--- config.mk ---
export PLATFORM = sky130hd
export DESIGN_NAME = ws2812_front
export DESIGN_NICKNAME = d
export VERILOG_FILES = /design/src/rtl/core/ws2812_pkg.sv /design/src/rtl/core/ws2812_fifo.sv /design/src/rtl/core/ws2812_front.sv
export SDC_FILE = /design/constraint.sdc
export NUM_CORES = 1
export LEC_CHECK = 0
export BUFFER_PORTS_ARGS = -buffer_cell sky130_fd_sc_hd__buf_2
export CORE_MARGIN = 1.5
export CORE_UTILIZATION = 35
export CTS_BUF_LIST = sky130_fd_sc_hd__clkbuf_4 sky130_fd_sc_hd__clkbuf_8 sky130_fd_sc_hd__clkbuf_16
export CTS_CLUSTER_SIZE = 8
export DETAILED_ROUTE_END_ITERATION = 7
export HOLD_SLACK_MARGIN = 0.12
export MAX_ROUTING_LAYER = met4
export RECOVER_POWER = 100
export SYNTH_ARGS = -nofsm -noshare
export SYNTH_HDL_FRONTEND = slang
export SYNTH_HIERARCHICAL = 1
export SYNTH_SLANG_ARGS = --single-unit
--- constraint.sdc ---
create_clock -name clk -period 2.9 [get_ports clk]
set_clock_uncertainty 0.05 [all_clocks]
set_input_delay 0.58 -clock clk [delete_from_list [all_inputs] [get_ports clk]]
set_output_delay 0.58 -clock clk [all_outputs]
set_load 0.005 [all_outputs]
--- src/rtl/core/ws2812_pkg.sv ---
// Shared types, codes and constants of the LED bit-duty serializer.
package ws2812_pkg;

    localparam int MAX_LEDS      = 256;
    localparam int LED_IDX_W     = $clog2(MAX_LEDS);
    localparam int LED_CNT_W     = 9;
    localparam int DUTY_W        = 10;
    localparam int COLOR_W       = 24;
    localparam int BITS_PER_LED  = COLOR_W;
    localparam int BIT_POS_W     = 5;
    localparam int CFG_INDEX_W   = 2;
    localparam int CFG_DATA_W    = 10;
    localparam int QUEUE_DEPTH   = 2;

    localparam logic [LED_CNT_W-1:0] LED_COUNT_RST = 9'd2;
    localparam logic [DUTY_W-1:0]    HIGH_DUTY_RST = 10'd60;
    localparam logic [DUTY_W-1:0]    LOW_DUTY_RST  = 10'd30;

    // Operation codes of a request.
    localparam logic [1:0] OP_WRITE = 2'd0;
    localparam logic [1:0] OP_START = 2'd1;
    localparam logic [1:0] OP_TICK  = 2'd2;

    // Configuration register indexes.
    localparam logic [CFG_INDEX_W-1:0] CFG_LED_COUNT = 2'd0;
    localparam logic [CFG_INDEX_W-1:0] CFG_HIGH_DUTY = 2'd1;
    localparam logic [CFG_INDEX_W-1:0] CFG_LOW_DUTY  = 2'd2;

    typedef enum logic [1:0] {
        CMD_WRITE = 2'd0,
        CMD_START = 2'd1,
        CMD_TICK  = 2'd2,
        CMD_NOP   = 2'd3
    } cmd_kind_t;

    typedef struct packed {
        logic [1:0]           operation;
        logic [LED_IDX_W-1:0] led_number;
        logic [COLOR_W-1:0]   color_word;
    } in_item_t;

    typedef struct packed {
        logic [DUTY_W-1:0] duty;
        logic              busy_res;
        logic              frame_done;
        logic              start_rejected;
    } out_item_t;

    typedef struct packed {
        cmd_kind_t            kind;
        logic [LED_IDX_W-1:0] led;
        logic [COLOR_W-1:0]   word;
    } cmd_t;

endpackage

--- src/rtl/core/ws2812_fifo.sv ---
// Small first-in first-out queue built from registers.
module ws2812_fifo
    import ws2812_pkg::*;
#(
    parameter int WIDTH = 1,
    parameter int DEPTH = QUEUE_DEPTH
)
(
    input  logic             clk,
    input  logic             rst_n,
    input  logic             push,
    input  logic [WIDTH-1:0] wr_data,
    output logic             full,
    input  logic             pop,
    output logic [WIDTH-1:0] rd_data,
    output logic             empty
);

    localparam int PTR_W = $clog2(DEPTH);
    localparam int CNT_W = $clog2(DEPTH + 1);

    logic [WIDTH-1:0] slot_reg [DEPTH];
    logic [PTR_W-1:0] wr_ptr_reg, wr_ptr_next;
    logic [PTR_W-1:0] rd_ptr_reg, rd_ptr_next;
    logic [CNT_W-1:0] count_reg, count_next;
    logic             do_push;
    logic             do_pop;

    assign full    = (count_reg == CNT_W'(DEPTH));
    assign empty   = (count_reg == '0);
    assign do_push = push && !full;
    assign do_pop  = pop && !empty;
    assign rd_data = slot_reg[rd_ptr_reg];

    always_comb
    begin
        wr_ptr_next = wr_ptr_reg;
        rd_ptr_next = rd_ptr_reg;
        count_next  = count_reg;
        if (do_push)
        begin
            wr_ptr_next = (wr_ptr_reg == PTR_W'(DEPTH - 1)) ? '0 : wr_ptr_reg + 1'b1;
        end
        if (do_pop)
        begin
            rd_ptr_next = (rd_ptr_reg == PTR_W'(DEPTH - 1)) ? '0 : rd_ptr_reg + 1'b1;
        end
        if (do_push && !do_pop)
        begin
            count_next = count_reg + 1'b1;
        end
        else if (do_pop && !do_push)
        begin
            count_next = count_reg - 1'b1;
        end
    end

    always_ff @(posedge clk or negedge rst_n)
    begin
        if (!rst_n)
        begin
            wr_ptr_reg <= '0;
            rd_ptr_reg <= '0;
            count_reg  <= '0;
        end
        else
        begin
            wr_ptr_reg <= wr_ptr_next;
            rd_ptr_reg <= rd_ptr_next;
            count_reg  <= count_next;
        end
    end

    always_ff @(posedge clk)
    begin
        if (do_push)
        begin
            slot_reg[wr_ptr_reg] <= wr_data;
        end
    end

endmodule

--- src/rtl/core/ws2812_front.sv ---
// Front end: accepts requests, decodes them into commands and queues them.
module ws2812_front
    import ws2812_pkg::*;
#(
    parameter int QDEPTH = QUEUE_DEPTH
)
(
    input  logic     clk,
    input  logic     rst_n,
    input  logic     push,
    input  in_item_t request,
    output logic     full,
    input  logic     cmd_pop,
    output cmd_t     cmd,
    output logic     cmd_empty
);

    cmd_t                cmd_in;
    logic [$bits(cmd_t)-1:0] cmd_bits;

    always_comb
    begin
        cmd_in.led  = request.led_number;
        cmd_in.word = request.color_word;
        case (request.operation)
            OP_WRITE: cmd_in.kind = CMD_WRITE;
            OP_START: cmd_in.kind = CMD_START;
            OP_TICK:  cmd_in.kind = CMD_TICK;
            default:  cmd_in.kind = CMD_NOP;
        endcase
    end

    ws2812_fifo #(
        .WIDTH ($bits(cmd_t)),
        .DEPTH (QDEPTH)
    ) u_cmd_fifo (
        .clk     (clk),
        .rst_n   (rst_n),
        .push    (push),
        .wr_data (cmd_in),
        .full    (full),
        .pop     (cmd_pop),
        .rd_data (cmd_bits),
        .empty   (cmd_empty)
    );

    assign cmd = cmd_t'(cmd_bits);

endmodule

After elaboration in Yosys (flattened, before gate mapping)
Memories as Yosys holds them, arrays and structs flattened.
Index checks and enable logic that the tools add are counted.
- output and inout bits: 36
- bits of input ports: 38
- memories: 1
- RAM bits: 68
- word-level logic and storage cells: 29
- register bits after elaboration: 4
- memory list (memory ; words ; width ; rd ports ; clocked after memory_dff ; write ports ; RTL line ; RTL):
    u_cmd_fifo.slot_reg ; 2 ; 34 ; 1 ; 0 ; 1 ; ws2812_fifo.sv:22 ; logic [WIDTH-1:0] slot_reg [DEPTH];
- add/subtract/negate cells: 4
- reduce and logical (&&, ||, !) cells: 11
- equal/unequal tests: 3
- mux-type cells: 7
- operators by type and width (kind ; number):
    2-bit case mux with 3 select lines ; 1
    2-bit == test (second input constant) ; 2
    1-bit logical AND ; 4
    1-bit zero test ; 4
    2-bit zero test ; 2
    1-bit two-way mux ; 4
    2-bit two-way mux ; 2
    1-bit adder (second input constant) ; 2
    2-bit by 1-bit adder with 2-bit output (second input constant) ; 1
    2-bit by 1-bit == test with 1-bit output (second input constant) ; 1
    2-bit nonzero test ; 1
    2-bit by 1-bit subtractor with 2-bit output (second input constant) ; 1

Longest topological paths before layout
Gate-level depths: netlist (run 1).
- depth in word-level cells: 7
- gate-level depth with buffers: 7
- gate-level depth less buffers: 7

Hierarchy
Netlist (run 1), hierarchy kept.
- modules (own cells, without submodules) (module ; times used ; seq. area each (µm²) ; cells an instance ; area an instance (µm²)):
    ws2812_fifo ; 1 ; 2142.1 ; 125 ; 2801.4
    ws2812_front ; 1 ; 0.0 ; 2 ; 7.5

Worst setup path before layout (run 1)
OpenSTA, ideal clock, no wires.
- path kind: input to register
- start point: input port push
- end point: memory u_cmd_fifo/slot_reg[0][0] (netlist name) (enable)
- required time: 2.425 ns
- path buffers: 0
- setup time: 0.425 ns
- arrival time: 2.106 ns
- path slack: 0.319 ns
- stages: 2
- cells stage by stage: nand2_1 > nor2_1
- word-level cells in the longest chain between the ends: 3
- RTL lines (element ; RTL line ; RTL):
    from (decl) ; ws2812_front.sv:10 ; input logic push,
    1-bit logical AND ; ws2812_fifo.sv:31 ; assign do_push = push && !full;
    1-bit two-way mux ; ws2812_fifo.sv:76 ; if (do_push)
    1-bit two-way mux (implied by the code) ; ws2812_fifo.sv:78 ; slot_reg[wr_ptr_reg] <= wr_data;
    to (decl) ; ws2812_fifo.sv:22 ;
Every way passes these cells.

==> reports/metrics.cfg, run 1 <==
[logic_synthesis]
syn-instance-count=127
syn_nets=166
synth_area_mm2=0.002809
ys_types=16
yosys_warnings=6
ys_seq_elements=72
synth-seq-area-share_pct=76.26
post_synth.cell_area_avg_um2=22.12

[timing]
fin_crit_sh_pct=86.40
setup_viol=0
max_slew_margin_pct=32.58
worst_pin_slew_ps=1011
whs_ps=378.9
rsz0062_at_grt=false
finalHoldViolCount=0
setup-tns-final_ps=0
slew_violations=0
period_needed_ps=2506
max_clock_freq_mhz=399.1

[grt]
overflow=0
grt.met1_usage_pct=14.49
grt_pass1_wl_um=6762
antenna_found_initial=0
grtUsageMet3_pct=3.366
grtUsageMet2_pct=15.87
grt_max_degree=35
busiest_layer=met2
track_usage_pct=11.24
grt_pass1_vias=1374

[final_layout]
drive_above_1_share_pct=46.05
largest_reg_flops=68
finalNonFillerCells=317
layout_commonest_cell=edfxtp_1
layout_common_cells=68 x edfxtp_1, 52 x buf_2, 23 x mux2_4, 22 x clkbuf_1, 9 x clkbuf_8
area_growth_pct=20.18
diodes=0
fin_nets=249

[worst_setup_path]
setup.worst_path.start=u_cmd_fifo/rd_ptr_reg$_DFFE_PN0P_
path_class=flop to output pin
cp-start-kind=flop
r2r-end=u_cmd_fifo/slot_reg[1][27]$_DFFE_PP_
path_cells=clkbuf_4, mux2_4, buf_2
crit_end=cmd[26]
reg2reg_depth=3
path_max_fanout=22
arrival_ps=1880
slowest_stage=dfrtp_2
r2r_slack_ps=610
critPathCaptureType=output pin
rr_startpoint=u_cmd_fifo/count_reg[0]$_DFFE_PN0P_
required_ps=2270
slowest_delay_ps=570

[drt]
wl_per_cell_um=14.30
routed_wl_um=4534
ant_nets=0
num_vias=1373
dr.first_iter.drc_count=45
avgViaCountPerCell=4.331
drc_errors=0
first_pass_iters=4

[job]
cap_violations=0

[power_and_ir_drop]
switching_share_pct=27.82
power_frac_clock_pct=20.6
p_per_area_mw_per_mm2=933.5
leakage_nw=1.304
pwr-share-seq_pct=49.0
peakVddDrop_mv=0.5835
power_switching_mw=0.8766
pwr-share-comb_pct=30.4
p_int_mw=2.275

[floorplan]
start_util_pct=36.16
rows=32
die_area_mm2=0.008572
die_w_um=92.59
pin_count=74
coreArea_mm2=0.007767
die_y_um=92.59

[min_path]
hp-class=primary input to flop

[cts]
clk_transition_reported_paths_ps=70
clk_path_buf_depth=2
cts_setup_buffers=0
cts_inserted_buffers=9
cts_max_level=3
tritoncts_num_sinks=72
clk-insertion-delay-late_ps=330
cts_tree=yes
cts_root_buf=clkbuf_8

[place]
place_congestion=0.6395
placed_cells=300
port_buffers=73

[run_status]
status=completed

## stage by stage
stage / util (%) / worst slack [ps] / cell area [um^2] / power (mW)
after floorplan: - / 318.9 / 2809 / 2.307
after global placement: 42.17 / 927.0 / 3276 / 2.619
after detailed placement: 42.17 / 918.6 / 3276 / 2.629
after CTS: 44.39 / 547.4 / 3448 / 3.286
after global routing: 43.46 / 245.8 / 3376 / 3.343
final: 43.46 / 394.3 / 3376 / 3.151
## layout make-up
type,count,area (um^2)
clock inverters,5,23.77
inverters,2,7.507
well taps,102,127.6
repair buffers,78,369.1
fillers,738,4392
flip-flops and latches,72,2143
multi-input cells,47,565.5
clock buffers,11,138.9
## worst max-delay path: cells and delay by family, from the launching register on
kind	cells	cell delay, ps
multiplexers	1	340
flip-flops	1	570
buffers and inverters	2	630
## cell usage after synthesis (all sizes together)
cell	n	area, um^2
edfxtp	68	2042
buf	4	71.32
nor2	3	11.26
nand2b	1	6.260
nand2	1	3.750
mux2	34	491.7
dfrtp	4	100.1
xor2	2	17.52
xnor2	3	26.28
o21ai	1	5.000
inv	2	7.510
ha	1	12.51
and3	1	6.260
clkbuf	2	7.510
## timing repair
action / in CTS / in global routing
hold buffers: 1 / 0
resized for setup: 0 / 0
endpoints found under the hold margin: 4 / 0
## power by group through the flow
stage	sequential [mW]	clock [mW]	combinational [mW]
floorplan	1.51	0	0.795
global placement	1.57	0	1.05
detailed placement	1.58	0	1.05
CTS	1.56	0.673	1.06
global route	1.58	0.715	1.05
finish	1.54	0.649	0.959
## cells by family (layout without fill, tap and decap cells)
family / Yosys count / in the layout / synth area share (%)
compound gates: 1 / 1 / 0.1780
mux: 34 / 34 / 17.51
fa+ha+maj: 1 / 1 / 0.4454
flops: 72 / 72 / 76.26
buf+inv: 8 / 96 / 3.074
xor+xnor: 5 / 5 / 1.559
simple gates: 6 / 6 / 0.9801
## worst min-delay path by stage
| stage | start | to | slack, ps | cells past startpoint |
|---|---|---|---|---|
| 2_1_floorplan | rst_n | u_cmd_fifo/count_reg[0]$_DFFE_PN0P_ | 230 | 0 |
| 3_3_place_gp | rst_n | u_cmd_fifo/wr_ptr_reg$_DFFE_PN0P_ | 340 | 1 |
| 3_5_place_dp | rst_n | u_cmd_fifo/count_reg[1]$_DFFE_PN0P_ | 340 | 1 |
| 4_1_cts | request[22] | u_cmd_fifo/slot_reg[0][22]$_DFFE_PP_ | 360 | 1 |
| 5_1_grt | request[6] | u_cmd_fifo/slot_reg[1][6]$_DFFE_PP_ | 370 | 1 |
| 6_report | request[22] | u_cmd_fifo/slot_reg[0][22]$_DFFE_PP_ | 380 | 1 |
## metal layers
metal	wire length, um	share of wire (%)	vias up
li1	-	-	650
met1	2104	46	662
met2	2042	45	54
met3	332	7.3	7
met4	54	1.2	0
met5	0	0	-
No activity file was read; power rests on OpenSTA's default activity.
==> inputs of run 2 (changes only) <==
--- a/config.mk
+++ b/config.mk
@@ -13,6 +13,7 @@
 export DETAILED_ROUTE_END_ITERATION = 7
 export HOLD_SLACK_MARGIN = 0.12
 export MAX_ROUTING_LAYER = met4
+export PLACE_DENSITY_LB_ADDON = 0.25
 export RECOVER_POWER = 100
 export SYNTH_ARGS = -nofsm -noshare
 export SYNTH_HDL_FRONTEND = slang
==> run 2 against run 1 <==
  * Register-to-register slack about the same
  * Critical path type is now flop to flop
  * Worst hold slack worse by 4.7 ps
  * Sequential share of layout area increased by 0.071 points
  * Die area did not move
  * Worst setup slack better by 210 ps
  * Clock-buffer cell count fell by 2
  * Final cell count rose by 0.32%
  * Utilization about the same
  * Power increased by 2.6%
  * Flip-flop and latch count stayed put
==> reports/metrics.cfg, run 2 (synthesis results as in run 1) <==
[run_status]
status=completed

[drt]
wl_per_cell_um=14.18  ; -0.89%
first_pass_iters=4  ; unchanged
avgViaCountPerCell=4.283  ; -1.1%
dr.first_iter.drc_count=46  ; +2.2%
routed_wl_um=4508  ; -0.57%
ant_nets=0  ; unchanged
num_vias=1362  ; -0.80%
drc_errors=0  ; unchanged

[worst_setup_path]
path_cells=nand2b_1, and3_1, clkbuf_1
critPathCaptureType=flop
slowest_delay_ps=960  ; +390 ps
path_max_fanout=24  ; +9.1%
path_class=flop to flop
required_ps=2860  ; +590 ps
arrival_ps=2250  ; +370 ps
path_buf_inv=1  ; -1
cp-start-kind=flop
critical_path.top_delay_family=simple AND/OR/NAND/NOR gates
slowest_stage=and3_1

[final_layout]
fillCellCount=724  ; -1.9%
largest_reg_flops=68  ; unchanged
layout_common_cells=68 x edfxtp_1, 51 x buf_2, 27 x mux2_1, 23 x clkbuf_1, 9 x clkbuf_8
seq_area_mm2=0.002143  ; unchanged
fin_nets=250  ; +0.40%
layout_commonest_cell=edfxtp_1
multi_input_area_um2=479.2  ; -15%
diodes=0  ; unchanged
area_growth_pct=20.04
drive_above_1_share_pct=35.65  ; -10 points

[power_and_ir_drop]
power_switching_mw=0.8835  ; +0.78%
pwr-share-comb_pct=28.0  ; -2.4 points
leakage_nw=1.247  ; -4.4%
power_frac_clock_pct=25.6  ; +5.0 points
pwr-share-seq_pct=46.4  ; -2.6 points
switching_share_pct=27.33  ; -0.48 points
peakVddDrop_mv=0.5016  ; -14%
p_per_area_mw_per_mm2=958.5  ; +2.7%
p_int_mw=2.348  ; +3.3%

[timing]
setup_viol=0  ; unchanged
worst_pin_slew_ps=1239  ; +227.8 ps
period_needed_ps=2295  ; -210.7 ps
whs_ps=374.2  ; -4.661 ps
max_slew_margin_pct=17.09  ; -15 points
setup-tns-final_ps=0  ; unchanged
slew_violations=0  ; unchanged
rsz0062_at_grt=false
fin_crit_sh_pct=79.14  ; -7.3 points
max_clock_freq_mhz=435.7  ; +9.2%
finalHoldViolCount=0  ; unchanged

[cts]
ctsResizeCount=0  ; unchanged
cts_root_buf=clkbuf_8
clk_path_buf_depth=2  ; unchanged
cts_tree=yes
clk-insertion-delay-late_ps=340  ; about the same
cts_max_level=3  ; unchanged
clk_transition_reported_paths_ps=70  ; about the same
tritoncts_num_sinks=72  ; unchanged
cts_inserted_buffers=9  ; unchanged

[grt]
track_usage_pct=11.43  ; +0.18 points
grt_pass1_wl_um=6762  ; unchanged
grt_max_degree=25  ; -29%
antenna_found_initial=0  ; unchanged
overflow=0  ; unchanged
grt_pass1_vias=1357  ; -1.2%

[place]
place_congestion=0.6730  ; +5.2%
dp_hpwl_um=3011
port_buffers=73  ; unchanged

[floorplan]
die_w_um=92.59  ; unchanged
die_y_um=92.59  ; unchanged
start_util_pct=36.16  ; unchanged
die_area_mm2=0.008572  ; unchanged
rows=32  ; unchanged
coreArea_mm2=0.007767  ; unchanged
pin_count=74  ; unchanged

[job]
cap_violations=0  ; unchanged

[min_path]
hp-class=primary input to flop

run 2: cell types whose count changed in the layout (fill, tap and decap cells not counted), moves of 2 or more:
cell / change
buf_12: +2
bufinv_16: +2
clkbuf_4: -3
clkinv_2: -2
mux2_1: +21
mux2_4: -21
run 2: per-layer routing:
layer	share of wire [%]	global-route usage, %	vias up
met3	7.7	4.598	9
met2	42	16.24	57
met1	49	14.55	641
li1	-	-	655
met5	0	-	-
met4	1.6	4.615	0
run 2: timing repair:
item / in CTS / in global routing
buffers inserted: 0 / 0
hold endpoints to repair: 4 / 0
hold buffers: 1 / 0
run 2: area by class of cell:
type | count | share of cell area [%]
Tap cell | 102 | 3.785
Clock inverter | 7 | 2.560
Sequential cell | 72 | 63.56
Timing Repair Buffer | 79 | 11.99
Clock buffer | 9 | 3.673
Inverter | 2 | 0.2226
Multi-Input combinational cell | 47 | 14.21
run 2: power groups by stage:
stage / Sequential, mW / Clock [mW] / Combinational, mW
after CTS: 1.51 / 0.854 / 1.13
after floorplan: 1.51 / 0 / 0.795
after global placement: 1.52 / 0 / 1.12
after global routing: 1.52 / 0.888 / 0.997
final: 1.50 / 0.827 / 0.906
after detailed placement: 1.53 / 0 / 1.13
run 2: worst reg2reg max path, stage by stage (launching register included):
cell      delay (ps)
dfrtp_1          420
nand2b_1         160
and3_1           960
clkbuf_1         370
run 2: through the flow:
| stage | utilization, % | instances | area, um^2 | total power, mW | setup WS (ps) |
|---|---|---|---|---|---|
| 2_1_floorplan | - | 127 | 2809 | 2.307 | 318.9 |
| 3_3_place_gp | 42.43 | 301 | 3296 | 2.646 | 1005 |
| 3_5_place_dp | 42.43 | 301 | 3296 | 2.660 | 992.8 |
| 4_1_cts | 45.26 | 318 | 3516 | 3.494 | 770.2 |
| 5_1_grt | 43.41 | 318 | 3372 | 3.408 | 373.8 |
| 6_report | 43.41 | 318 | 3372 | 3.232 | 605.0 |
run 2: path summary, 6_finish.rpt:
kind / slack, ps / cells after the start / startpoint / to
worst max register to register: 600 / 3 / u_cmd_fifo/count_reg[0]$_DFFE_PN0P_ / u_cmd_fifo/slot_reg[1][32]$_DFFE_PP_
min in group asynchronous: 540 / 2 / rst_n / u_cmd_fifo/wr_ptr_reg$_DFFE_PN0P_
worst min register to register: 450 / 1 / u_cmd_fifo/wr_ptr_reg$_DFFE_PN0P_ / u_cmd_fifo/wr_ptr_reg$_DFFE_PN0P_
worst max-delay path: 600 / 3 / u_cmd_fifo/count_reg[0]$_DFFE_PN0P_ / u_cmd_fifo/slot_reg[1][32]$_DFFE_PP_
max in group asynchronous: 2050 / 2 / rst_n / u_cmd_fifo/rd_ptr_reg$_DFFE_PN0P_
worst min-delay path: 370 / 1 / request[5] / u_cmd_fifo/slot_reg[1][5]$_DFFE_PP_
