<file path="config.mk">
export PLATFORM = sky130hd
export DESIGN_NAME = ws2812_fifo
export DESIGN_NICKNAME = d
export VERILOG_FILES = /design/src/rtl/core/ws2812_pkg.sv /design/src/rtl/core/ws2812_fifo.sv
export SDC_FILE = /design/constraint.sdc
export NUM_CORES = 1
export LEC_CHECK = 0
export ABC_AREA = 1
export ABC_CLOCK_PERIOD_IN_PS = 3550
export BUFFER_PORTS_ARGS = -buffer_cell sky130_fd_sc_hd__buf_2
export CAP_MARGIN = 20
export CORE_AREA = 10 10 47 49
export CTS_CLUSTER_SIZE = 12
export DETAILED_ROUTE_END_ITERATION = 7
export DIE_AREA = 0 0 57 59
export PLACE_DENSITY_LB_ADDON = 0.1
export SYNTH_ARGS = -nofsm -noshare
export SYNTH_HDL_FRONTEND = slang
export SYNTH_SLANG_ARGS = --single-unit
</file>
<file path="constraint.sdc">
create_clock -name clk -period 3.55 [get_ports clk]
set_input_delay 0.71 -clock clk [delete_from_list [all_inputs] [get_ports clk]]
set_output_delay 0.71 -clock clk [all_outputs]
set_load 0.02 [all_outputs]
</file>
<file path="src/rtl/core/ws2812_pkg.sv">
// Shared types, codes and constants of the LED bit-duty serializer.
package ws2812_pkg;

    localparam int MAX_LEDS      = 256;
    localparam int LED_IDX_W     = $clog2(MAX_LEDS);
    localparam int LED_CNT_W     = 9;
    localparam int DUTY_W        = 10;
    localparam int COLOR_W       = 24;
    localparam int BITS_PER_LED  = COLOR_W;
    localparam int BIT_POS_W     = 5;
    localparam int CFG_INDEX_W   = 2;
    localparam int CFG_DATA_W    = 10;
    localparam int QUEUE_DEPTH   = 2;

    localparam logic [LED_CNT_W-1:0] LED_COUNT_RST = 9'd2;
    localparam logic [DUTY_W-1:0]    HIGH_DUTY_RST = 10'd60;
    localparam logic [DUTY_W-1:0]    LOW_DUTY_RST  = 10'd30;

    // Operation codes of a request.
    localparam logic [1:0] OP_WRITE = 2'd0;
    localparam logic [1:0] OP_START = 2'd1;
    localparam logic [1:0] OP_TICK  = 2'd2;

    // Configuration register indexes.
    localparam logic [CFG_INDEX_W-1:0] CFG_LED_COUNT = 2'd0;
    localparam logic [CFG_INDEX_W-1:0] CFG_HIGH_DUTY = 2'd1;
    localparam logic [CFG_INDEX_W-1:0] CFG_LOW_DUTY  = 2'd2;

    typedef enum logic [1:0] {
        CMD_WRITE = 2'd0,
        CMD_START = 2'd1,
        CMD_TICK  = 2'd2,
        CMD_NOP   = 2'd3
    } cmd_kind_t;

    typedef struct packed {
        logic [1:0]           operation;
        logic [LED_IDX_W-1:0] led_number;
        logic [COLOR_W-1:0]   color_word;
    } in_item_t;

    typedef struct packed {
        logic [DUTY_W-1:0] duty;
        logic              busy_res;
        logic              frame_done;
        logic              start_rejected;
    } out_item_t;

    typedef struct packed {
        cmd_kind_t            kind;
        logic [LED_IDX_W-1:0] led;
        logic [COLOR_W-1:0]   word;
    } cmd_t;

endpackage

</file>
<file path="src/rtl/core/ws2812_fifo.sv">
// Small first-in first-out queue built from registers.
module ws2812_fifo
    import ws2812_pkg::*;
#(
    parameter int WIDTH = 1,
    parameter int DEPTH = QUEUE_DEPTH
)
(
    input  logic             clk,
    input  logic             rst_n,
    input  logic             push,
    input  logic [WIDTH-1:0] wr_data,
    output logic             full,
    input  logic             pop,
    output logic [WIDTH-1:0] rd_data,
    output logic             empty
);

    localparam int PTR_W = $clog2(DEPTH);
    localparam int CNT_W = $clog2(DEPTH + 1);

    logic [WIDTH-1:0] slot_reg [DEPTH];
    logic [PTR_W-1:0] wr_ptr_reg, wr_ptr_next;
    logic [PTR_W-1:0] rd_ptr_reg, rd_ptr_next;
    logic [CNT_W-1:0] count_reg, count_next;
    logic             do_push;
    logic             do_pop;

    assign full    = (count_reg == CNT_W'(DEPTH));
    assign empty   = (count_reg == '0);
    assign do_push = push && !full;
    assign do_pop  = pop && !empty;
    assign rd_data = slot_reg[rd_ptr_reg];

    always_comb
    begin
        wr_ptr_next = wr_ptr_reg;
        rd_ptr_next = rd_ptr_reg;
        count_next  = count_reg;
        if (do_push)
        begin
            wr_ptr_next = (wr_ptr_reg == PTR_W'(DEPTH - 1)) ? '0 : wr_ptr_reg + 1'b1;
        end
        if (do_pop)
        begin
            rd_ptr_next = (rd_ptr_reg == PTR_W'(DEPTH - 1)) ? '0 : rd_ptr_reg + 1'b1;
        end
        if (do_push && !do_pop)
        begin
            count_next = count_reg + 1'b1;
        end
        else if (do_pop && !do_push)
        begin
            count_next = count_reg - 1'b1;
        end
    end

    always_ff @(posedge clk or negedge rst_n)
    begin
        if (!rst_n)
        begin
            wr_ptr_reg <= '0;
            rd_ptr_reg <= '0;
            count_reg  <= '0;
        end
        else
        begin
            wr_ptr_reg <= wr_ptr_next;
            rd_ptr_reg <= rd_ptr_next;
            count_reg  <= count_next;
        end
    end

    always_ff @(posedge clk)
    begin
        if (do_push)
        begin
            slot_reg[wr_ptr_reg] <= wr_data;
        end
    end

endmodule

</file>
Word level (Yosys, flattened, before mapping)
Memory sizes are Yosys's and may differ from the RTL's.
Index checks and enable logic that the tools add are counted.
{ "word_totals": {"register_bits": 4, "mem_bits_rw": 2, "in_bits": 5, "word_cells": 25, "memories": 1} }
{ "classes": {"add_sub_neg": 4, "n_eq_ne": 1, "mux": 6, "n_reduce_logical": 10} }
{ "mem_list": {"columns": ["name", "words", "word_bits", "rd", "rd_clocked_by_memory_dff", "wr", "line", "text"], "rows": [
  ["slot_reg", 2, 1, 1, 0, 1, "ws2812_fifo.sv:22", "logic [WIDTH-1:0] slot_reg [DEPTH];"]
]} }
{ "op_table": {"columns": ["op", "n"], "rows": [
  ["$logic_and 1x1->1", 4],
  ["$logic_not 1->1", 4],
  ["$mux 1", 4],
  ["$mux 2", 2],
  ["$add 1x1->1 const B", 2],
  ["$add 2x1->2 const B", 1],
  ["$eq 2x2->1 const B", 1],
  ["$logic_not 2->1", 1],
  ["$reduce_bool 2->1", 1],
  ["$sub 2x1->2 const B", 1]
]} }

Longest topological paths before layout
Gate-level depths: netlist (run 1).
{ "logic_depth": {"depth_word": 7, "ltp_mapped": 9, "depth_no_buf": 9} }

Worst setup path before layout (run 1)
Ideal clock, no wire load.
{ "synth_timing": {"kind": "input to register", "startpoint": "input pop", "endpoint": "register count_reg[1]", "arrival_ns": 1.348, "required_time_ns": 3.433, "slack_ns": 2.085, "cell_stages": 6, "n_path_buf": 0, "path_cell_list": "o21ai_0 ha_1 inv_1 nand3_1 nand2_1 nand2_1"} }
{ "synth_via": {"elab_chain_len": 4, "word_cells_on_any_way": 6, "classes_between": "1 x mux; 5 x reduce/logical"} }
{ "synth_lines": {"columns": ["item", "line", "text"], "rows": [
  ["start, declared", "ws2812_fifo.sv:14", "input logic pop,"],
  ["$logic_and 1x1->1 *", "ws2812_fifo.sv:32", "assign do_pop = pop && !empty;"],
  ["$logic_not 1->1", "ws2812_fifo.sv:48", "if (do_push && !do_pop)"],
  ["$logic_and 1x1->1", "ws2812_fifo.sv:48", null],
  ["$mux 2 / $reduce_bool 2->1 (equally long branches)", null, null],
  ["end signal, assigned", "ws2812_fifo.sv:70", "count_reg <= count_next;"],
  ["end, declared", "ws2812_fifo.sv:25", "logic [CNT_W-1:0] count_reg, count_next;"]
]} }
Mark *: on every way between the ends. The rest lies on a longest branch, timed or not.
A chain may end at the register's enable or synchronous reset.

Worst setup path in the final report (run 1)
{ "layout_timing": {"startpoint": "register count_reg[0]", "endpoint": "output full"} }
{ "layout_via": {"elab_chain_len": 1} }
{ "layout_lines": {"columns": ["item", "line", "text"], "rows": [
  ["$eq 2x2->1", "ws2812_fifo.sv:29", "assign full = (count_reg == CNT_W'(DEPTH));"],
  ["end, declared", "ws2812_fifo.sv:13", "output logic full,"]
]} }
No other way between the ends.

==> impl_metrics.py, run 1 <==
metrics = {
    "status": {
        "outcome": "finished clean",
    },
    "floorplanning": {
        "initial_core_util_pct": 21.8,
        "floorplan.rows": 14,
        "coreArea_um2": 1400,
        "floorplan.io_pins": 8,
        "die_width_um": 57,
        "design.die.area_um2": 3360,
        "die_h_um": 59,
    },
    "logic_synthesis": {
        "synth_edf_count": 2,
        "synth_top_area_share_pct": 32.8,
        "ys.warnings.count": 0,
        "synth.cell_area_um2": 305,
        "postSynth.topFlopCell": "sky130_fd_sc_hd__dfrtp_1",
        "synth_fp_nets": 43,
        "per_instance_average_area_after_synthesis_um2": 8.25,
        "count_of_different_cell_masters_after_synthesis": 12,
        "synth_seq_area_share_pct": 52.5,
        "yosys.cell_count.top_type": "sky130_fd_sc_hd__nand2_1",
        "netlist_top_cells_area": "sky130_fd_sc_hd__dfrtp_1 (33%), sky130_fd_sc_hd__edfxtp_1 (20%), sky130_fd_sc_hd__nand2_1 (15%), sky130_fd_sc_hd__inv_1 (9.8%), sky130_fd_sc_hd__ha_1 (4.1%)",
        "async_reset_ff_share_pct": 66.7,
        "synth_top_cells_by_count": "sky130_fd_sc_hd__nand2_1 (12), sky130_fd_sc_hd__inv_1 (8), sky130_fd_sc_hd__dfrtp_1 (4)",
        "synthDominantAreaCellType": "sky130_fd_sc_hd__dfrtp_1",
        "register_bit_total_from_synthesis": 6,
        "postSynthCellCount": 37,
    },
    "placed_design": {
        "detailed_place.area_um2": 360,
        "post_place_setup_slack_ns": 1.93,
        "port_buffers": 7,
        "gp_congestion": 0.663,
        "dp.final_hpwl_um": 483,
    },
    "clock_network": {
        "clock_path_buffers": 2,
        "insertion_delay_ns": 0.25,
        "clock_tree.root_cell": "sky130_fd_sc_hd__clkbuf_4",
        "postCtsSetupBuffers": 0,
        "cts_hold_buf": 0,
        "cts.sink_count": 6,
        "tritoncts_clock_tree": "yes",
        "clk_pin_slew_ns": 0.05,
        "htree_num_levels": 1,
        "cts_inserted_buffers": 3,
        "cts_resized": 0,
    },
    "power": {
        "power.density_nw_per_um2": 892,
        "switching_share_pct": 41.5,
        "total_leakage_power_nw": 0.212,
        "pwr-share-clk_pct": 20.6,
        "p_switching_w": 0.000143,
        "irDropWorstVdd_uv": 249,
        "post-layout-total-power_w": 0.000345,
        "part_of_the_power_in_combinational_logic_pct": 42.4,
        "power_frac_seq_pct": 37.0,
        "cellInternalPower_w": 0.000202,
    },
    "layout": {
        "layout.cell_area.non_filler_um2": 387,
        "fillers": 160,
        "finalCoreUtilization_pct": 27.6,
        "multiInputGateArea_um2": 115,
        "final_layout_net_count": 55,
        "drive_above_1_share_pct": 25.0,
        "area.growth.synth_to_final_pct": 26.6,
        "area.sequential_um2": 160,
        "diodes": 0,
    },
    "job": {
        "max_cap_violations": 0,
    },
    "critical_path": {
        "cp_data_required_time_ns": 2.84,
        "crit_family": "flip-flops",
        "crit_fanout": 7,
        "crit_path_max_incr_delay_ns": 0.44,
        "setup.worst_path.start_class": "flip-flop",
        "reg2reg_setup_slack_ns": 2.20,
        "worst-path-buf-inv": 1,
        "worst-setup-path-type": "reg -> out",
        "critical_path.endpoint_type": "primary output",
        "path_cells": "nor2_2 -> buf_2",
        "critPathArrivalTime_ns": 1.03,
        "slowest_stage": "sky130_fd_sc_hd__dfrtp_1",
    },
    "detailed_routing": {
        "met3_length_um": 82,
        "route.detailed.drc": 0,
        "avgRoutedWirePerCell_um": 9.20,
        "met1_routed_wirelength_after_detailed_routing_um": 275,
        "dr.first_iter.drc_count": 4,
        "dr.max_layer_used": "met4",
        "routed_wl_um": 589,
        "via_count": 241,
        "wl_met2_um": 204,
        "drt_pass1_iterations": 4,
        "detail-route-antenna-nets": 0,
        "post_detailed_route_via_to_cell_ratio": 3.77,
    },
    "sta": {
        "finalSetupTns_ns": 0,
        "timing.final.crit_period_ns": 1.74,
        "fin_skew_ns": 0.00150,
        "timing.final.crit_share_pct": 49.1,
        "maxSlewViolCount": 0,
        "tightestPinTransition_ns": 0.238,
        "grt_setup_unrepaired": "no",
        "achievable-frequency_mhz": 574,
        "report.final.setup_viol": 0,
        "worst_slack_ns": 1.81,
        "worst_slew_margin_rel_pct": 84.0,
        "count_of_final_hold_check_violations": 0,
    },
    "worst_hold_path": {
        "min-delay-path-class": "in -> async",
    },
    "grt": {
        "grt_overall_usage_pct": 4.47,
        "antenna_found_initial": 0,
        "grt_pass1_vias": 239,
        "grt_max_degree": 8,
        "grt_overflow_total": 0,
        "grt_first_pass_wirelength_um": 1040,
    },
}
==> worst reg2reg max path, delay by kind of cell (launching register included) <==
family,cells,cell delay (ns)
adder cells (fa/ha/maj),1,0.29
flip-flops,1,0.44
buffers and inverters,1,0.08
AO/OA/AOI/OAI,1,0.25
AND/OR/NAND/NOR,3,0.17
==> final timing paths <==
check | cells after the start | endpoint | from
worst min-delay path | 1 | wr_ptr_reg | rst_n
worst max register to register | 6 | count_reg[1] | count_reg[0]
max in group asynchronous | 1 | count_reg[0] | rst_n
worst max-delay path | 2 | full | count_reg[0]
worst min register to register | 2 | wr_ptr_reg | wr_ptr_reg
min in group clk | 2 | wr_ptr_reg | wr_ptr_reg
==> power by group through the flow <==
| stage | Sequential [W] | Combinational [W] | Clock (W) |
|---|---|---|---|
| 6_report | 0.000128 | 0.000146 | 0.0000710 |
| 5_1_grt | 0.000135 | 0.000173 | 0.0000761 |
| 4_1_cts | 0.000128 | 0.000150 | 0.0000736 |
| 3_5_place_dp | 0.000129 | 0.000149 | 0 |
| 3_3_place_gp | 0.000129 | 0.000148 | 0 |
| 2_1_floorplan | 0.000123 | 0.000115 | 0 |
==> placed cells by master, fill, tap and decap left out, drive strengths merged <==
cell,netlist,final
nor2,4,4
o21ai,2,2
clkbuf,0,4
dfrtp,4,4
nand4,1,1
nand2,12,12
nand3,1,1
inv,8,8
xnor2,1,1
nand3b,1,1
buf,0,7
edfxtp,2,2
ha,1,1
==> logic make-up (layout without fill, tap and decap cells) <==
kind of cell,count (synthesis),count (layout),synth area share (%)
compound gates,2,2,3.28
xor+xnor,1,1,2.87
fa+ha+maj,1,1,4.10
buf+inv,8,19,9.84
flops,6,6,52.5
simple gates,19,19,27.5
==> per-layer routing <==
metal  vias up  global-route usage (%)
met4         0                    6.04
li1        133                       -
met3         4                    3.65
met5         -                       0
met2         9                    4.19
met1        95                    4.93
==> cell type report <==
cell class	count	share of cell area [%]
Timing Repair Buffer	7	9.06
Tap cell	16	5.18
Sequential cell	6	41.4
Multi-Input combinational cell	23	29.8
Clock buffer	4	6.80
Inverter	8	7.77
==> per-stage QoR <==
stage                     hold slack [ns]  std cells
after floorplan                     0.414         37
after global placement              0.462         60
after detailed placement            0.466         60
after CTS                           0.262         64
after global routing                0.264         64
final                               0.263         64
Note: power is estimated with default switching activity, not from simulation.
==> run 2, diff against run 1 <==
--- a/config.mk
+++ b/config.mk
@@ -6,7 +6,7 @@
 export NUM_CORES = 1
 export LEC_CHECK = 0
 export ABC_AREA = 1
-export ABC_CLOCK_PERIOD_IN_PS = 3550
+export ABC_CLOCK_PERIOD_IN_PS = 1500
 export BUFFER_PORTS_ARGS = -buffer_cell sky130_fd_sc_hd__buf_2
 export CAP_MARGIN = 20
 export CORE_AREA = 10 10 47 49
==> constraint.sdc (replaced) <==
create_clock -name clk -period 1.5 [get_ports clk]
set_input_delay 0.3 -clock clk [delete_from_list [all_inputs] [get_ports clk]]
set_output_delay 0.3 -clock clk [all_outputs]
set_load 0.02 [all_outputs]
==> run 2 against run 1 <==
Compared with the run above:
- power up 140%
- final area up 2.6%
- clock skew rose by 0.0010 ns
- sequential power rose by 140%
- worst setup slack got worse by 1.7 ns
- wire length grew 4.6%
- core utilization is 0.71 points higher
- largest power group unchanged
- die area unchanged
==> impl_metrics.py, run 2 (same netlist as run 1, synthesis figures left out) <==
metrics = {
    "sta": {
        "finalSetupTns_ns": 0,
        "count_of_final_hold_check_violations": 0,
        "grt_setup_unrepaired": "no",
        "achievable-frequency_mhz": 742,
        "report.final.setup_viol": 0,
        "timing.hold.ws_ns": 0.240,
        "timing.final.crit_share_pct": 89.8,
        "timing.final.crit_period_ns": 1.35,
        "worst_slew_margin_rel_pct": 84.4,
        "maxSlewViolCount": 0,
        "fin_skew_ns": 0.00253,
        "tightestPinTransition_ns": 0.232,
    },
    "floorplanning": {
        "die_h_um": 59,
        "initial_core_util_pct": 21.8,
        "die_width_um": 57,
        "floorplan.rows": 14,
        "design.die.area_um2": 3360,
        "floorplan.io_pins": 8,
        "coreArea_um2": 1400,
    },
    "grt": {
        "grt_overall_usage_pct": 4.21,
        "grt_first_pass_wirelength_um": 1000,
        "grt_pass1_vias": 254,
        "antenna_found_initial": 0,
        "grt_overflow_total": 0,
        "grt_max_degree": 8,
    },
    "power": {
        "cellInternalPower_w": 0.000480,
        "power.density_nw_per_um2": 2070,
        "total_leakage_power_nw": 0.216,
        "power_frac_seq_pct": 37.0,
        "pwr-share-clk_pct": 20.2,
        "switching_share_pct": 41.6,
        "post-layout-total-power_w": 0.000821,
        "part_of_the_power_in_combinational_logic_pct": 42.9,
        "p_switching_w": 0.000341,
        "irDropWorstVdd_uv": 582,
    },
    "layout": {
        "diodes": 0,
        "layout_commonest_cell": "sky130_fd_sc_hd__nand2_1",
        "final_layout_net_count": 56,
        "finalCoreUtilization_pct": 28.3,
        "most-common-layout-cells": "sky130_fd_sc_hd__nand2_1 (12), sky130_fd_sc_hd__inv_1 (8), sky130_fd_sc_hd__buf_2 (7), sky130_fd_sc_hd__dfrtp_1 (4), sky130_fd_sc_hd__clkbuf_4 (3)",
        "drive_above_1_share_pct": 24.5,
        "area.growth.synth_to_final_pct": 29.9,
    },
    "detailed_routing": {
        "route.detailed.drc": 0,
        "post_detailed_route_via_to_cell_ratio": 3.85,
        "dr.first_iter.drc_count": 3,
        "detail-route-antenna-nets": 0,
        "avgRoutedWirePerCell_um": 9.48,
        "via_count": 250,
        "drt_pass1_iterations": 4,
        "routed_wl_um": 616,
    },
    "status": {
        "outcome": "finished clean",
    },
    "worst_hold_path": {
        "hold_start": "wr_data",
        "min-delay-path-class": "in -> reg",
    },
    "clock_network": {
        "clk_pin_slew_ns": 0.05,
        "postCtsSetupBuffers": 0,
        "clock_path_buffers": 2,
        "htree_num_levels": 1,
        "cts.sink_count": 6,
        "insertion_delay_ns": 0.25,
        "clock_tree.root_cell": "sky130_fd_sc_hd__clkbuf_4",
        "tritoncts_clock_tree": "yes",
        "cts_inserted_buffers": 3,
    },
    "critical_path": {
        "cp-startpoint": "count_reg[0]",
        "cp_data_required_time_ns": 1.20,
        "critPathArrivalTime_ns": 1.05,
        "worst-setup-path-type": "reg -> out",
        "crit_fanout": 7,
        "critical_path.endpoint_type": "primary output",
        "r2r-start": "count_reg[0]",
        "setup.worst_path.start_class": "flip-flop",
    },
    "placed_design": {
        "port_buffers": 7,
        "dp.final_hpwl_um": 502,
        "gp_congestion": 0.693,
    },
    "job": {
        "max_cap_violations": 0,
    },
}
run 2: changes by cell type in the layout (fill, tap and decap cells not counted), sizes merged:
cell,before,now
dlygate4sd3,0,1
run 2: final cells by class:
class,instances,area [µm²]
clock buffer,4,26.3
tap,16,20.0
timing repair buffer,8,45.0
inverter,8,30.0
sequential,6,160
multi-input combinational,23,115
fill,155,1000
run 2: repair_timing:
item                       CTS  global route
hold buffers                 1             0
gates resized for setup      0             1
hold endpoints to repair     4             0
setup endpoints to repair    0             1
run 2: worst paths after layout:
kind | endpoint | slack (ns) | cells after the start
setup / recovery | full | 0.15 | 2
hold / removal | slot_reg[0] | 0.24 | 1
setup reg to reg | count_reg[1] | 0.16 | 7
hold reg to reg | wr_ptr_reg | 0.48 | 2
max in group asynchronous | count_reg[0] | 0.98 | 2
min in group asynchronous | wr_ptr_reg | 0.39 | 2
run 2: metal layers:
metal	vias to the layer above	global-route usage [%]	wire length, µm
met4	0	5.03	8
met1	103	4.08	292
met2	7	4.81	236
met3	2	3.65	78
li1	138	-	-
met5	-	0	0
run 2: critical path: stages (launching register included):
cell,delay [ns]
sky130_fd_sc_hd__dfrtp_1,0.45
sky130_fd_sc_hd__nor2_2,0.17
sky130_fd_sc_hd__buf_2,0.18
run 2: per-stage QoR:
stage          worst slack [ns]  instances  area [µm²]
4_1_cts                  0.0785         65         397
5_1_grt                  0.0481         65         397
6_report                  0.153         65         397
3_5_place_dp             0.0916         60         360
3_3_place_gp             0.0984         60         360
2_1_floorplan             0.101         37         305
run 2: power groups by stage:
stage	registers (W)	clock network, W	logic, W
floorplan	0.000291	0	0.000272
global placement	0.000305	0	0.000348
detailed placement	0.000305	0	0.000357
CTS	0.000303	0.000172	0.000360
global route	0.000310	0.000181	0.000409
finish	0.000303	0.000165	0.000352
==> run 3, diff against run 2 <==
--- a/config.mk
+++ b/config.mk
@@ -7,12 +7,12 @@
 export LEC_CHECK = 0
 export ABC_AREA = 1
 export ABC_CLOCK_PERIOD_IN_PS = 1500
-export BUFFER_PORTS_ARGS = -buffer_cell sky130_fd_sc_hd__buf_2
 export CAP_MARGIN = 20
 export CORE_AREA = 10 10 47 49
 export CTS_CLUSTER_SIZE = 12
 export DETAILED_ROUTE_END_ITERATION = 7
 export DIE_AREA = 0 0 57 59
+export DONT_BUFFER_PORTS = 1
 export PLACE_DENSITY_LB_ADDON = 0.1
 export SYNTH_ARGS = -nofsm -noshare
 export SYNTH_HDL_FRONTEND = slang
==> run 3 against run 2 <==
Compared with the run above:
- cell count shrank 9.2%
- combinational power shrank 5%
- clock-buffer cell count is the same
- wire length shrank 0.32%
- worst setup slack lost 0.052 ns
- via count shrank 0.40%
- non-clock buffer count shrank 6
- largest cell class unchanged
==> impl_metrics.py, run 3 (same netlist as run 1, synthesis figures left out) <==
metrics = {
    "status": {
        "outcome": "finished clean",
    },
    "sta": {
        "report.final.setup_viol": 0,
        "grt_setup_unrepaired": "no",
        "finalSetupTns_ns": 0,
        "count_of_final_hold_check_violations": 0,
        "achievable-frequency_mhz": 715,
        "timing.final.crit_share_pct": 93.3,
        "worst_slew_margin_rel_pct": 69.2,
        "fin_skew_ns": 0.00942,
        "worst_slack_ns": 0.101,
        "tightestPinTransition_ns": 0.460,
        "maxSlewViolCount": 0,
        "timing.final.crit_period_ns": 1.40,
    },
    "detailed_routing": {
        "route.detailed.drc": 0,
        "dr.first_iter.drc_count": 2,
        "detail-route-antenna-nets": 0,
        "drt_pass1_iterations": 2,
        "post_detailed_route_via_to_cell_ratio": 4.22,
        "avgRoutedWirePerCell_um": 10.4,
        "routed_wl_um": 614,
        "via_count": 249,
    },
    "floorplanning": {
        "floorplan.io_pins": 8,
        "floorplan.rows": 14,
        "coreArea_um2": 1400,
        "initial_core_util_pct": 21.8,
        "die_h_um": 59,
        "die_width_um": 57,
        "design.die.area_um2": 3360,
    },
    "placed_design": {
        "post_place_setup_slack_ns": 0.105,
        "gp_congestion": 0.705,
        "dp.final_hpwl_um": 518,
        "port_buffers": 0,
    },
    "job": {
        "max_cap_violations": 0,
    },
    "layout": {
        "area.growth.synth_to_final_pct": 20.9,
        "drive_above_1_share_pct": 14.0,
        "layout_commonest_cell": "sky130_fd_sc_hd__nand2_1",
        "diodes": 0,
        "finalCoreUtilization_pct": 26.3,
        "final_layout_net_count": 50,
        "most-common-layout-cells": "sky130_fd_sc_hd__nand2_1 (12), sky130_fd_sc_hd__inv_1 (8), sky130_fd_sc_hd__dfrtp_1 (4), sky130_fd_sc_hd__clkbuf_4 (3)",
        "fillers": 164,
    },
    "power": {
        "p_switching_w": 0.000338,
        "power_frac_seq_pct": 38.0,
        "power.density_nw_per_um2": 2170,
        "irDropWorstVdd_uv": 526,
        "pwr-share-clk_pct": 20.4,
        "cellInternalPower_w": 0.000465,
        "switching_share_pct": 42.1,
        "post-layout-total-power_w": 0.000803,
        "part_of_the_power_in_combinational_logic_pct": 41.6,
        "total_leakage_power_nw": 0.192,
    },
    "critical_path": {
        "worst-setup-path-type": "reg -> out",
        "cp_data_required_time_ns": 1.20,
        "crit_fanout": 7,
        "reg2reg_setup_slack_ns": 0.14,
        "crit_path_max_incr_delay_ns": 0.46,
        "r2r-end": "count_reg[1]",
        "critical_path.endpoint_type": "primary output",
        "worst-path-stages": 1,
        "crit_family": "flip-flops",
        "slowest_stage": "sky130_fd_sc_hd__dfrtp_1",
        "worst-path-buf-inv": 0,
        "r2r-start": "count_reg[0]",
        "path_cells": "nor2_1",
        "critPathArrivalTime_ns": 1.10,
        "reg2regPathDepth": 7,
        "setup.worst_path.start_class": "flip-flop",
    },
    "grt": {
        "grt_overflow_total": 0,
        "grt_pass1_vias": 228,
        "grt_overall_usage_pct": 3.86,
        "grt_max_degree": 8,
        "antenna_found_initial": 0,
        "grt_first_pass_wirelength_um": 952,
    },
    "clock_network": {
        "clock_path_buffers": 2,
        "cts_inserted_buffers": 3,
        "postCtsSetupBuffers": 0,
        "cts.sink_count": 6,
        "clk_pin_slew_ns": 0.05,
        "htree_num_levels": 1,
        "insertion_delay_ns": 0.25,
        "tritoncts_clock_tree": "yes",
        "clock_tree.root_cell": "sky130_fd_sc_hd__clkbuf_4",
    },
    "worst_hold_path": {
        "hold_start": "wr_data",
        "worst_hold_path.num_cells": 0,
        "min-delay-path-class": "in -> reg",
        "min_to": "slot_reg[0]",
    },
}
[run 3: cell types whose count changed in the layout (fill, tap and decap cells not counted), sizes merged]
cell / previous run / this run
buf: 7 / 1
[run 3: worst max path at each step]
stage / from / to / slack [ns]
after global routing: count_reg[0] / count_reg[1] / 0.04
after detailed placement: count_reg[0] / count_reg[1] / 0.11
after CTS: count_reg[0] / count_reg[1] / 0.09
after floorplan: count_reg[0] / count_reg[1] / 0.10
after global placement: count_reg[0] / count_reg[1] / 0.16
final: count_reg[0] / empty / 0.10
[run 3: cell type report]
class	count	area [µm²]	area share, %
flip-flops and latches	6	160	43.4
inverters	8	30.0	8.14
multi-input cells	23	115	31.2
clock buffers	4	26.3	7.12
well taps	16	20.0	5.42
repair buffers	2	17.5	4.75
[run 3: power groups by stage]
stage	Clock (W)	Combinational, W	Sequential [W]
final	0.000164	0.000334	0.000305
after global routing	0.000178	0.000381	0.000322
after CTS	0.000167	0.000340	0.000305
after detailed placement	0	0.000333	0.000307
after global placement	0	0.000330	0.000304
after floorplan	0	0.000272	0.000291
[run 3: repair_timing]
item,4_1_cts,5_1_grt
resized for setup,0,1
hold buffers,1,0
endpoints found under the hold margin,4,0
endpoints found under the setup margin,0,1
[run 3: per-stage QoR]
stage,area [µm²],hold slack (ns),cells
floorplan,305,0.00441,37
global placement,333,0.00461,54
detailed placement,333,0.00468,54
CTS,369,0.138,59
global route,369,0.130,59
finish,369,0.143,59
[run 3: per-layer routing]
layer / GRT usage (%) / vias up / wire [µm]
met2: 4.65 / 10 / 230
li1: - / 125 / -
met1: 4.08 / 111 / 275
met5: 0 / - / 0
met3: 3.43 / 3 / 87
met4: 3.02 / 0 / 21
